==> config.mk <==
export PLATFORM = sky130hd
export DESIGN_NAME = train_lever_drive_controller
export DESIGN_NICKNAME = d
export VERILOG_FILES = /design/src/hdl/tldc_pkg.sv /design/src/hdl/train_lever_drive_controller.sv
export SDC_FILE = /design/constraint.sdc
export NUM_CORES = 1
export LEC_CHECK = 0
export BUFFER_PORTS_ARGS = -buffer_cell sky130_fd_sc_hd__buf_2
export CAP_MARGIN = 20
export CORE_ASPECT_RATIO = 0.6
export CORE_MARGIN = 10
export CORE_UTILIZATION = 65
export CTS_BUF_LIST = sky130_fd_sc_hd__clkbuf_8
export DETAILED_ROUTE_END_ITERATION = 6
export GPL_ROUTABILITY_DRIVEN = 0
export HOLD_SLACK_MARGIN = 0.15
export PLACE_DENSITY = 0.85
export SLEW_MARGIN = 40
export SYNTH_ARGS = -nofsm -noshare
export SYNTH_HDL_FRONTEND = slang
export SYNTH_SLANG_ARGS = --single-unit
==> constraint.sdc <==
create_clock -name clk_i -period 9.95 [get_ports clk_i]
set_clock_uncertainty 0.05 [all_clocks]
set_input_delay 2.985 -clock clk_i [delete_from_list [all_inputs] [get_ports clk_i]]
set_output_delay 2.985 -clock clk_i [all_outputs]
set_load 0.01 [all_outputs]
==> src/hdl/tldc_pkg.sv <==
// ----------------------------------------------------------------------------
// Train lever drive controller package
// Shared widths, register indexes, lever codes, drive levels and mode codes.
// ----------------------------------------------------------------------------
package tldc_pkg;

  localparam int unsigned CountW = 16;
  localparam int unsigned LeverW = 3;
  localparam int unsigned EngineW = 2;
  localparam int unsigned BrakeW = 3;
  localparam int unsigned ModeW = 2;
  localparam int unsigned CfgIdxW = 1;

  // Configuration register indexes.
  localparam logic [CfgIdxW-1:0] CFG_MAX_ACCEL_LIMIT = 1'd0;
  localparam logic [CfgIdxW-1:0] CFG_NO_INPUT_LIMIT = 1'd1;

  // Reset values of the configuration registers.
  localparam logic [CountW-1:0] MAX_ACCEL_LIMIT_RST = 16'd400;
  localparam logic [CountW-1:0] NO_INPUT_LIMIT_RST = 16'd300;

  // Lever codes.
  localparam logic [LeverW-1:0] LEVER_MAX_BRAKE = 3'd0;
  localparam logic [LeverW-1:0] LEVER_MED_BRAKE = 3'd1;
  localparam logic [LeverW-1:0] LEVER_MIN_BRAKE = 3'd2;
  localparam logic [LeverW-1:0] LEVER_IDLE = 3'd3;
  localparam logic [LeverW-1:0] LEVER_MIN_ACCEL = 3'd4;
  localparam logic [LeverW-1:0] LEVER_MED_ACCEL = 3'd5;
  localparam logic [LeverW-1:0] LEVER_MAX_ACCEL = 3'd6;
  localparam logic [LeverW-1:0] LEVER_NONE = 3'd7;

  // Engine levels.
  localparam logic [EngineW-1:0] ENGINE_OFF = 2'd0;
  localparam logic [EngineW-1:0] ENGINE_MIN = 2'd1;
  localparam logic [EngineW-1:0] ENGINE_MED = 2'd2;
  localparam logic [EngineW-1:0] ENGINE_MAX = 2'd3;

  // Brake levels.
  localparam logic [BrakeW-1:0] BRAKE_OFF = 3'd0;
  localparam logic [BrakeW-1:0] BRAKE_MIN = 3'd1;
  localparam logic [BrakeW-1:0] BRAKE_MED = 3'd2;
  localparam logic [BrakeW-1:0] BRAKE_MAX = 3'd3;
  localparam logic [BrakeW-1:0] BRAKE_EMERG = 3'd4;

  // Drive modes.
  localparam logic [ModeW-1:0] MODE_NORMAL = 2'd0;
  localparam logic [ModeW-1:0] MODE_STOP = 2'd1;
  localparam logic [ModeW-1:0] MODE_EMERG = 2'd2;
  localparam logic [ModeW-1:0] MODE_SILENT = 2'd3;

endpackage

==> src/hdl/train_lever_drive_controller.sv <==
// ----------------------------------------------------------------------------
// Train lever drive controller
// Per-tick drive logic: lever decoding, stop hold, emergency latch, full
// acceleration fallback and no-input lockout.
// ----------------------------------------------------------------------------
//
//  Channel  | Signals                                   | Direction
//  ---------+-------------------------------------------+----------
//  in       | in_valid_i, in_ready_o, lever_code_i,     | request in
//           | stop_request_i, stop_level_i,             |
//           | emergency_request_i                       |
//  out      | out_valid_o, out_ready_i, engine_level_o, | request out
//           | brake_level_o, drive_mode_o               |
//  cfg      | cfg_we_i, cfg_index_i, cfg_data_i         | write only
//
// One request is taken per clock cycle while the output is not stalled; its
// result appears in the cycle after. A single state update carries the request
// ports into the state registers, and these drive the result ports directly.
// A request is taken whenever the result register is empty or being drained
// in the same cycle, so a stalled output holds the input side for as long.
// Reset clears all state and restores the limit registers to 400 and 300.

module train_lever_drive_controller (
  input  logic                              clk_i,
  input  logic                              rst_ni,
  // Configuration write port.
  input  logic                              cfg_we_i,
  input  logic [tldc_pkg::CfgIdxW-1:0]      cfg_index_i,
  input  logic [tldc_pkg::CountW-1:0]       cfg_data_i,
  // Tick requests.
  input  logic                              in_valid_i,
  output logic                              in_ready_o,
  input  logic [tldc_pkg::LeverW-1:0]       lever_code_i,
  input  logic                              stop_request_i,
  input  logic                              stop_level_i,
  input  logic                              emergency_request_i,
  // Drive results.
  output logic                              out_valid_o,
  input  logic                              out_ready_i,
  output logic [tldc_pkg::EngineW-1:0]      engine_level_o,
  output logic [tldc_pkg::BrakeW-1:0]       brake_level_o,
  output logic [tldc_pkg::ModeW-1:0]        drive_mode_o
);

  // Limit registers.
  logic [tldc_pkg::CountW-1:0]  max_accel_limit_q;
  logic [tldc_pkg::CountW-1:0]  no_input_limit_q;

  // Controller state. The drive levels and mode double as the result
  // register, since they only change when a request is taken.
  logic [tldc_pkg::ModeW-1:0]   mode_q, mode_d;
  logic                         stop_cleared_q, stop_cleared_d;
  logic [tldc_pkg::LeverW-1:0]  prev_lever_q, prev_lever_d;
  logic [tldc_pkg::EngineW-1:0] engine_q, engine_d;
  logic [tldc_pkg::BrakeW-1:0]  brake_q, brake_d;
  logic [tldc_pkg::CountW-1:0]  accel_cnt_q, accel_cnt_d;
  logic [tldc_pkg::CountW-1:0]  silence_cnt_q, silence_cnt_d;
  logic                         out_valid_q;

  logic                         in_accept;
  logic                         lever_run;
  logic                         lever_changed;
  logic [tldc_pkg::CountW-1:0]  accel_cnt_inc;
  logic [tldc_pkg::CountW-1:0]  silence_cnt_inc;

  assign in_ready_o = !out_valid_q || out_ready_i;
  assign in_accept  = in_valid_i && in_ready_o;

  // Saturating increments of the tick counters.
  assign accel_cnt_inc   = (accel_cnt_q == '1) ? accel_cnt_q : accel_cnt_q + 1'b1;
  assign silence_cnt_inc = (silence_cnt_q == '1) ? silence_cnt_q : silence_cnt_q + 1'b1;
  assign lever_changed   = (lever_code_i != prev_lever_q);

  always_comb begin
    mode_d         = mode_q;
    stop_cleared_d = stop_cleared_q;
    prev_lever_d   = prev_lever_q;
    engine_d       = engine_q;
    brake_d        = brake_q;
    accel_cnt_d    = accel_cnt_q;
    silence_cnt_d  = silence_cnt_q;
    lever_run      = 1'b0;

    // Mode handling. An emergency wins in every mode and is never left.
    if (emergency_request_i || mode_q == tldc_pkg::MODE_EMERG) begin
      mode_d   = tldc_pkg::MODE_EMERG;
      engine_d = tldc_pkg::ENGINE_OFF;
      brake_d  = tldc_pkg::BRAKE_EMERG;
    end else begin
      unique case (mode_q)
        tldc_pkg::MODE_NORMAL: begin
          if (stop_request_i) begin
            mode_d         = tldc_pkg::MODE_STOP;
            stop_cleared_d = 1'b0;
            engine_d       = tldc_pkg::ENGINE_OFF;
            brake_d        = tldc_pkg::BRAKE_MED;
          end else begin
            lever_run = 1'b1;
          end
        end
        tldc_pkg::MODE_STOP: begin
          if (stop_request_i) begin
            // A new stop event restarts the hold.
            stop_cleared_d = 1'b0;
          end else begin
            stop_cleared_d = stop_cleared_q || !stop_level_i;
            // Release needs the stop pin seen low and the lever at idle;
            // the lever is then processed on the same tick.
            if (stop_cleared_d && lever_code_i == tldc_pkg::LEVER_IDLE) begin
              mode_d    = tldc_pkg::MODE_NORMAL;
              lever_run = 1'b1;
            end
          end
        end
        default: begin
          // No-input lockout is latched; nothing changes.
        end
      endcase
    end

    // Lever processing.
    if (lever_run) begin
      if (lever_changed) begin
        unique case (lever_code_i)
          tldc_pkg::LEVER_MAX_BRAKE: begin
            engine_d = tldc_pkg::ENGINE_OFF;
            brake_d  = tldc_pkg::BRAKE_MAX;
          end
          tldc_pkg::LEVER_MED_BRAKE: begin
            engine_d = tldc_pkg::ENGINE_OFF;
            brake_d  = tldc_pkg::BRAKE_MED;
          end
          tldc_pkg::LEVER_MIN_BRAKE: begin
            engine_d = tldc_pkg::ENGINE_OFF;
            brake_d  = tldc_pkg::BRAKE_MIN;
          end
          tldc_pkg::LEVER_IDLE: begin
            engine_d = tldc_pkg::ENGINE_OFF;
            brake_d  = tldc_pkg::BRAKE_OFF;
          end
          tldc_pkg::LEVER_MIN_ACCEL: begin
            engine_d = tldc_pkg::ENGINE_MIN;
            brake_d  = tldc_pkg::BRAKE_OFF;
          end
          tldc_pkg::LEVER_MED_ACCEL: begin
            engine_d = tldc_pkg::ENGINE_MED;
            brake_d  = tldc_pkg::BRAKE_OFF;
          end
          tldc_pkg::LEVER_MAX_ACCEL: begin
            engine_d    = tldc_pkg::ENGINE_MAX;
            brake_d     = tldc_pkg::BRAKE_OFF;
            accel_cnt_d = '0;
          end
          default: begin
            // Moving to no input leaves the drive as is.
            silence_cnt_d = '0;
          end
        endcase
        prev_lever_d = lever_code_i;
      end

      if (lever_code_i == tldc_pkg::LEVER_MAX_ACCEL) begin
        if (!lever_changed) begin
          accel_cnt_d = accel_cnt_inc;
        end
        if (accel_cnt_d >= max_accel_limit_q) begin
          engine_d = tldc_pkg::ENGINE_MED;
        end
      end

      if (lever_code_i == tldc_pkg::LEVER_NONE) begin
        if (!lever_changed) begin
          silence_cnt_d = silence_cnt_inc;
        end
        if (silence_cnt_d >= no_input_limit_q) begin
          engine_d = tldc_pkg::ENGINE_OFF;
          brake_d  = tldc_pkg::BRAKE_MED;
          mode_d   = tldc_pkg::MODE_SILENT;
        end
      end
    end
  end

  // Configuration registers.
  always_ff @(posedge clk_i or negedge rst_ni) begin
    if (!rst_ni) begin
      max_accel_limit_q <= tldc_pkg::MAX_ACCEL_LIMIT_RST;
      no_input_limit_q  <= tldc_pkg::NO_INPUT_LIMIT_RST;
    end else if (cfg_we_i) begin
      unique case (cfg_index_i)
        tldc_pkg::CFG_MAX_ACCEL_LIMIT: max_accel_limit_q <= cfg_data_i;
        tldc_pkg::CFG_NO_INPUT_LIMIT:  no_input_limit_q  <= cfg_data_i;
        default: begin
        end
      endcase
    end
  end

  // State and result registers.
  always_ff @(posedge clk_i or negedge rst_ni) begin
    if (!rst_ni) begin
      mode_q         <= tldc_pkg::MODE_NORMAL;
      stop_cleared_q <= 1'b0;
      prev_lever_q   <= tldc_pkg::LEVER_IDLE;
      engine_q       <= tldc_pkg::ENGINE_OFF;
      brake_q        <= tldc_pkg::BRAKE_OFF;
      accel_cnt_q    <= '0;
      silence_cnt_q  <= '0;
      out_valid_q    <= 1'b0;
    end else begin
      if (in_accept) begin
        mode_q         <= mode_d;
        stop_cleared_q <= stop_cleared_d;
        prev_lever_q   <= prev_lever_d;
        engine_q       <= engine_d;
        brake_q        <= brake_d;
        accel_cnt_q    <= accel_cnt_d;
        silence_cnt_q  <= silence_cnt_d;
        out_valid_q    <= 1'b1;
      end else if (out_ready_i) begin
        out_valid_q    <= 1'b0;
      end
    end
  end

  assign out_valid_o    = out_valid_q;
  assign engine_level_o = engine_q;
  assign brake_level_o  = brake_q;
  assign drive_mode_o   = mode_q;

`ifndef SYNTHESIS
  // The emergency latch is only left through reset.
  a_emerg_latched: assert property (@(posedge clk_i) disable iff (!rst_ni)
    mode_q == tldc_pkg::MODE_EMERG |=> mode_q == tldc_pkg::MODE_EMERG)
    else $error("emergency latch was left");

  // An accepted emergency request yields an emergency result next cycle.
  a_emerg_result: assert property (@(posedge clk_i) disable iff (!rst_ni)
    in_accept && emergency_request_i |=>
      out_valid_o && drive_mode_o == tldc_pkg::MODE_EMERG &&
      brake_level_o == tldc_pkg::BRAKE_EMERG &&
      engine_level_o == tldc_pkg::ENGINE_OFF)
    else $error("emergency request did not brake");

  // The engine is only driven in normal mode.
  a_engine_normal: assert property (@(posedge clk_i) disable iff (!rst_ni)
    engine_q != tldc_pkg::ENGINE_OFF |-> mode_q == tldc_pkg::MODE_NORMAL)
    else $error("engine driven outside normal mode");

  // State only moves when a request is taken.
  a_state_hold: assert property (@(posedge clk_i) disable iff (!rst_ni)
    !in_accept |=> $stable(mode_q) && $stable(engine_q) && $stable(brake_q))
    else $error("state changed without a request");
`endif

endmodule
## Word level (Yosys, flattened, before mapping)

Cells that the tools add are included.

- Magnitude comparators: 2
- Bitwise operators: 2
- Muxes and demuxes: 50
- Reductions and logical operators: 19
- Eq/ne operators: 13
- Add/sub/neg operators: 2

Operator list:

| kind | count |
|---|---|
| 16-bit two-way mux | 14 |
| 16-bit by 1-bit adder with 16-bit output (second input constant) | 2 |
| 16-bit equality test (second input constant) | 2 |
| 16-bit >= comparator | 2 |
| 2-bit two-way mux | 16 |
| 3-bit two-way mux | 7 |
| 3-bit equality test (second input constant) | 4 |
| 3-bit one-hot mux with 4 select lines | 1 |
| 1-bit two-way mux | 8 |
| 2-bit one-hot mux with 4 select lines | 1 |
| 4-bit OR reduction | 2 |
| 7-bit OR reduction | 1 |
| 3-bit by 2-bit equality test with 1-bit output (second input constant) | 2 |
| 2-bit AND reduction | 3 |
| 1-bit one-hot mux with 2 select lines | 2 |
| 2-bit one-hot mux with 2 select lines | 1 |
| 4-bit AND reduction | 1 |
| 2-bit nonzero test | 2 |
| 3-bit by 1-bit equality test with 1-bit output (second input constant) | 1 |
| 3-bit zero test | 1 |
| 1-bit logical OR | 3 |
| 3-bit != test | 1 |
| 3-bit AND reduction | 1 |
| 2-bit by 1-bit equality test with 1-bit output (second input constant) | 1 |
| other kinds (6) | 9 |

- Register bits: 76

## Logic depth before layout (Yosys ltp)

- Depth in word-level cells: 14
- Mapped depth: 15

## Least setup slack after synthesis

No wires, ideal clock.

- Kind: input port to output port
- From: in out_ready_i
- To: out in_ready_o
- Required time: 6915 ps
- Path slack: 3732 ps
- Stages: 1
- Arrival: 3183 ps
- Cells stage by stage: nand2b_1

- Longest elaborated chain between the ends: 1

Ends and longest elaborated chain:

| what | line | RTL |
|---|---|---|
| start: declaration | train_lever_drive_controller.sv:39 | `input logic out_ready_i,` |
| 1-bit logical OR | train_lever_drive_controller.sv:66 | `assign in_ready_o = !out_valid_q \|\| out_ready_i;` |
| end: declaration | train_lever_drive_controller.sv:32 | `output logic in_ready_o,` |

No other way between the ends.

## Worst setup path after layout

- From: in lever_code_i[2] (netlist bit)
- To: reg brake_q (netlist bit brake_level_o[2])

- Longest elaborated chain between the ends: 11

Ends and longest elaborated chain:

| what | line | RTL |
|---|---|---|
| start: declaration | train_lever_drive_controller.sv:33 | `input logic [tldc_pkg::LeverW-1:0] lever_code_i,` |
| 3-bit by 2-bit equality test with 1-bit output, or another cell as far along | train_lever_drive_controller.sv:109, train_lever_drive_controller.sv:124 |  |
| 7-bit OR reduction (no line) | - |  |
| 16-bit two-way mux | train_lever_drive_controller.sv:124 | `unique case (lever_code_i)` |
| 16-bit two-way mux | train_lever_drive_controller.sv:123 | `if (lever_changed) begin` |
| 16-bit two-way mux | train_lever_drive_controller.sv:172 | `if (!lever_changed) begin` |
| 16-bit two-way mux | train_lever_drive_controller.sv:171 | `if (lever_code_i == tldc_pkg::LEVER_NONE) begin` |
| 16-bit two-way mux | train_lever_drive_controller.sv:122 | `if (lever_run) begin` |
| 16-bit >= comparator | train_lever_drive_controller.sv:175 | `if (silence_cnt_d >= no_input_limit_q) begin` |
| 3-bit two-way mux | train_lever_drive_controller.sv:175 |  |
| 3-bit two-way mux | train_lever_drive_controller.sv:171 |  |
| 3-bit two-way mux (*) | train_lever_drive_controller.sv:122 |  |
| end signal: assignment | train_lever_drive_controller.sv:206 | `brake_q <= tldc_pkg::BRAKE_OFF;` |
| end signal: assignment | train_lever_drive_controller.sv:216 | `brake_q <= brake_d;` |
| end: declaration | train_lever_drive_controller.sv:55 | `logic [tldc_pkg::BrakeW-1:0] brake_q, brake_d;` |

Mark *: on every way between the ends. The rest lies on a longest branch, timed or not. The select of a mux whose other input is x is not followed.
A chain may end at the register's enable or synchronous reset.

==> flow_summary.json <==
{
  "grt_start_max_net_pins": 77,
  "hold_class": "reg -> reg",
  "clk_pin_slew_worst_paths_ps": 70,
  "route.met2.wl_um": 5753,
  "cts_made_buffers": 9,
  "top_layer": "met4",
  "firstDrtPassIters": 6,
  "synth_edf_count": 0,
  "dieArea_um2": 11680,
  "ys_types": 61,
  "fp.dieW_um": 133.0,
  "cts_tree": "yes",
  "start_util_pct": 67.72,
  "outcome": "complete, no violations",
  "track_usage_pct": 22.35,
  "synth_area_leaders": "dfrtp_1 (34%), ha_1 (8.5%), mux2_2 (5.2%), o21ai_0 (4.9%), dfstp_2 (4.7%)",
  "worst_pin_slew_ps": 793.3,
  "yosysTopAreaCell": "dfrtp_1",
  "synth_cells": 568,
  "async_reset_ff_share_pct": 100.0,
  "cts-root-buf": "clkbuf_8",
  "fmax_ghz": 0.1500,
  "synth_top_flop_cell": "dfrtp_1",
  "gr-total-overflow": 0,
  "vias": 4613,
  "final_util_pct": 73.35,
  "synth_top_area_share_pct": 33.65,
  "ioPinCount": 37,
  "ir_drop_uv": 117.3,
  "clk_latency_ps": 360,
  "insertedDiodeCount": 0,
  "cts_buffer_depth": 2,
  "area_delta_synth_final_pct": 8.313,
  "setup_viol": 0,
  "min_period_ps": 6665,
  "critical-path-max-stage-delay_ps": 540,
  "antenna_found_initial": 0,
  "crit_buf_inv": 1,
  "hold_viol_final": 0,
  "startpoint_type": "primary input",
  "nNetsFinal": 655,
  "coreArea_um2": 7357,
  "yosysWarnings": 0,
  "wirelength_um": 12970,
  "via_per_inst": 6.571,
  "syn_area_per_cell_um2": 8.772,
  "cts_sinks": 76,
  "postCtsResizedCells": 0,
  "cap_viol_max_count": 0,
  "cp_data_arrival_time_ps": 6870,
  "path_cells": "buf_2, xnor2_1, nand3_2, a21o_1, nor2_1, a31o_2, mux2i_1, ha_1, nand4_1, o311a_1, o21ai_0, nand2_1, a32o_1",
  "dr_wl_met3_um": 1145,
  "fillers": 556,
  "p_leak_nw": 2.441,
  "powerDensity_nw_per_um2": 150.0,
  "grt_pass1_wl_um": 21270,
  "initialDrtViolationCount": 499,
  "wl_per_cell_um": 18.47,
  "crit_type": "in -> reg",
  "row_count": 24,
  "cp.required_ps": 10160,
  "maxSlewViolCount": 0,
  "cts_setup_buffers": 0,
  "die_h_um": 87.82,
  "drc": 0,
  "io_buffer_count": 36,
  "route.layer.met1.wl_um": 5804,
  "place_hpwl_um": 9465,
  "yosysSeqAreaShare_pct": 38.40,
  "ctsHoldBuffers": 0,
  "post_route_cells_drive_above_1_share_pct": 16.56,
  "synth-seq-cells": 76,
  "crit_path_top_delay_cell": "nand3_2",
  "cts_max_level": 3,
  "antenna_left": 0,
  "crit_path_max_fanout": 27,
  "rsz0062_at_grt": "false",
  "netlist_area_um2": 4982,
  "slew_headroom_pct": 46.99,
  "finalSetupTns_ps": 0,
  "grt_pass1_vias": 4350,
  "crit_path_end_kind": "flop",
  "fin_crit_sh_pct": 66.99,
  "cpLargestDelayFamily": "compound AO/OA/AOI/OAI gates",
  "syn-num-nets": 630
}
==> layout by cell type (no fill, tap or decap), drive strengths merged, types with 3 or more instances in the layout <==
| master | instances |
|---|---|
| nand2b | 7 |
| nor4 | 6 |
| o31ai | 9 |
| o21a | 3 |
| a31oi | 21 |
| dfrtp | 67 |
| a41oi | 4 |
| xnor2 | 3 |
| o21ai | 49 |
| a31o | 3 |
| nor2b | 5 |
| nand2 | 59 |
| or3 | 6 |
| buf | 36 |
| a32o | 4 |
| a21o | 7 |
| clkbuf | 12 |
| inv | 48 |
| nand4 | 14 |
| a211o | 4 |
| or2 | 3 |
| dfstp | 9 |
| a21oi | 37 |
| mux2 | 23 |
| nor2 | 33 |
| nand3 | 37 |
| and2 | 3 |
| nor3 | 14 |
| ha | 34 |
| and3 | 6 |
==> registers in the layout (all words and copies together) (netlist names) <==
| signal | count |
|---|---|
| accel_cnt_q | 16 |
| engine_level_o | 2 |
| brake_level_o | 3 |
| silence_cnt_q | 16 |
| no_input_limit_q | 16 |
| drive_mode_o | 2 |
| prev_lever_q | 3 |
| max_accel_limit_q | 16 |
| out_valid_o | 1 |
| stop_cleared_q | 1 |
==> worst reg2reg max path, cell delays in order (launching register included) <==
cell and delay, ps:
dfstp_2 550, xnor2_1 150, nand3_2 540, a21o_1 480, nor2_1 320, a31o_2 220, mux2i_1 80, ha_1 310
nand4_1 120, o311a_1 420, o21ai_0 420, nand2_1 260, a32o_1 310
==> cells in the mapped netlist (6+ instances only) <==
library cell / instances
or3_1: 6
and3_1: 6
nand2_1: 59
clkbuf_1: 11
a21oi_1: 37
o21ai_0: 49
nand3_1: 35
a31oi_1: 21
ha_1: 34
o31ai_1: 9
dfstp_2: 9
dfrtp_1: 67
mux2_2: 23
nand4_1: 14
a21o_1: 7
buf_2: 10
nand2b_1: 7
inv_1: 45
nor3_1: 14
nor2_1: 30
==> report_power, final <==
part	switching, mW	internal, mW	total [mW]
registers	0.0265	0.348	0.374
logic	0.132	0.0800	0.212
clock network	0.114	0.108	0.223
==> routing by layer <==
| layer | vias to the layer above | track usage [%] |
|---|---|---|
| li1 | 2124 | - |
| met1 | 2204 | 29.99 |
| met2 | 250 | 34.17 |
| met3 | 35 | 6.629 |
| met4 | 0 | 7.157 |
| met5 | - | 0 |
==> cell type report <==
type	instances	area (µm²)	share of cell area (%)
repair buffers	36	186.4	3.455
well taps	104	130.1	2.411
flip-flops and latches	76	1913	35.45
multi-input cells	425	2816	52.19
clock inverters	4	16.27	0.3014
inverters	45	168.9	3.130
clock buffers	12	165.2	3.061
==> per-stage QoR <==
step                cells  setup slack [ps]  power [mW]  area (µm²)  hold WS [ps]
floorplan             568              3732      0.5223        4982         422.2
global placement      686              3283      0.5710        5199         438.3
detailed placement    686              3036      0.5851        5207         444.5
CTS                   702              3396      0.8077        5389         460.8
global route          702              3040      0.8543        5396         474.7
finish                702              3285      0.8092        5396         457.9
==> final timing paths <==
path / from / endpoint / slack [ps] / depth (start not counted)
setup / recovery: lever_code_i[2] / brake_level_o[2]$_DFFE_PN0P_ / 3280 / 13
hold / removal: no_input_limit_q[4]$_DFFE_PN0P_ / no_input_limit_q[4]$_DFFE_PN0P_ / 460 / 1
setup reg to reg: prev_lever_q[0]$_DFFE_PN1P_ / brake_level_o[2]$_DFFE_PN0P_ / 5610 / 12
hold reg to reg: no_input_limit_q[4]$_DFFE_PN0P_ / no_input_limit_q[4]$_DFFE_PN0P_ / 460 / 1
max in group asynchronous: rst_ni / stop_cleared_q$_DFFE_PN0P_ / 6780 / 1
min in group asynchronous: rst_ni / no_input_limit_q[7]$_DFFE_PN0P_ / 2580 / 1
==> cells by family after synthesis <==
group	Yosys count	share of synthesized area [%]
AOI/OAI and AO/OA	164	21.67
buffers and inverters	67	5.374
muxes	25	5.600
DFF	76	38.40
adders and majority gates	34	8.538
xor gates and xnor gates	3	0.5275
and+or+nand+nor	199	19.89
No activity file was read; power rests on OpenSTA's default activity.
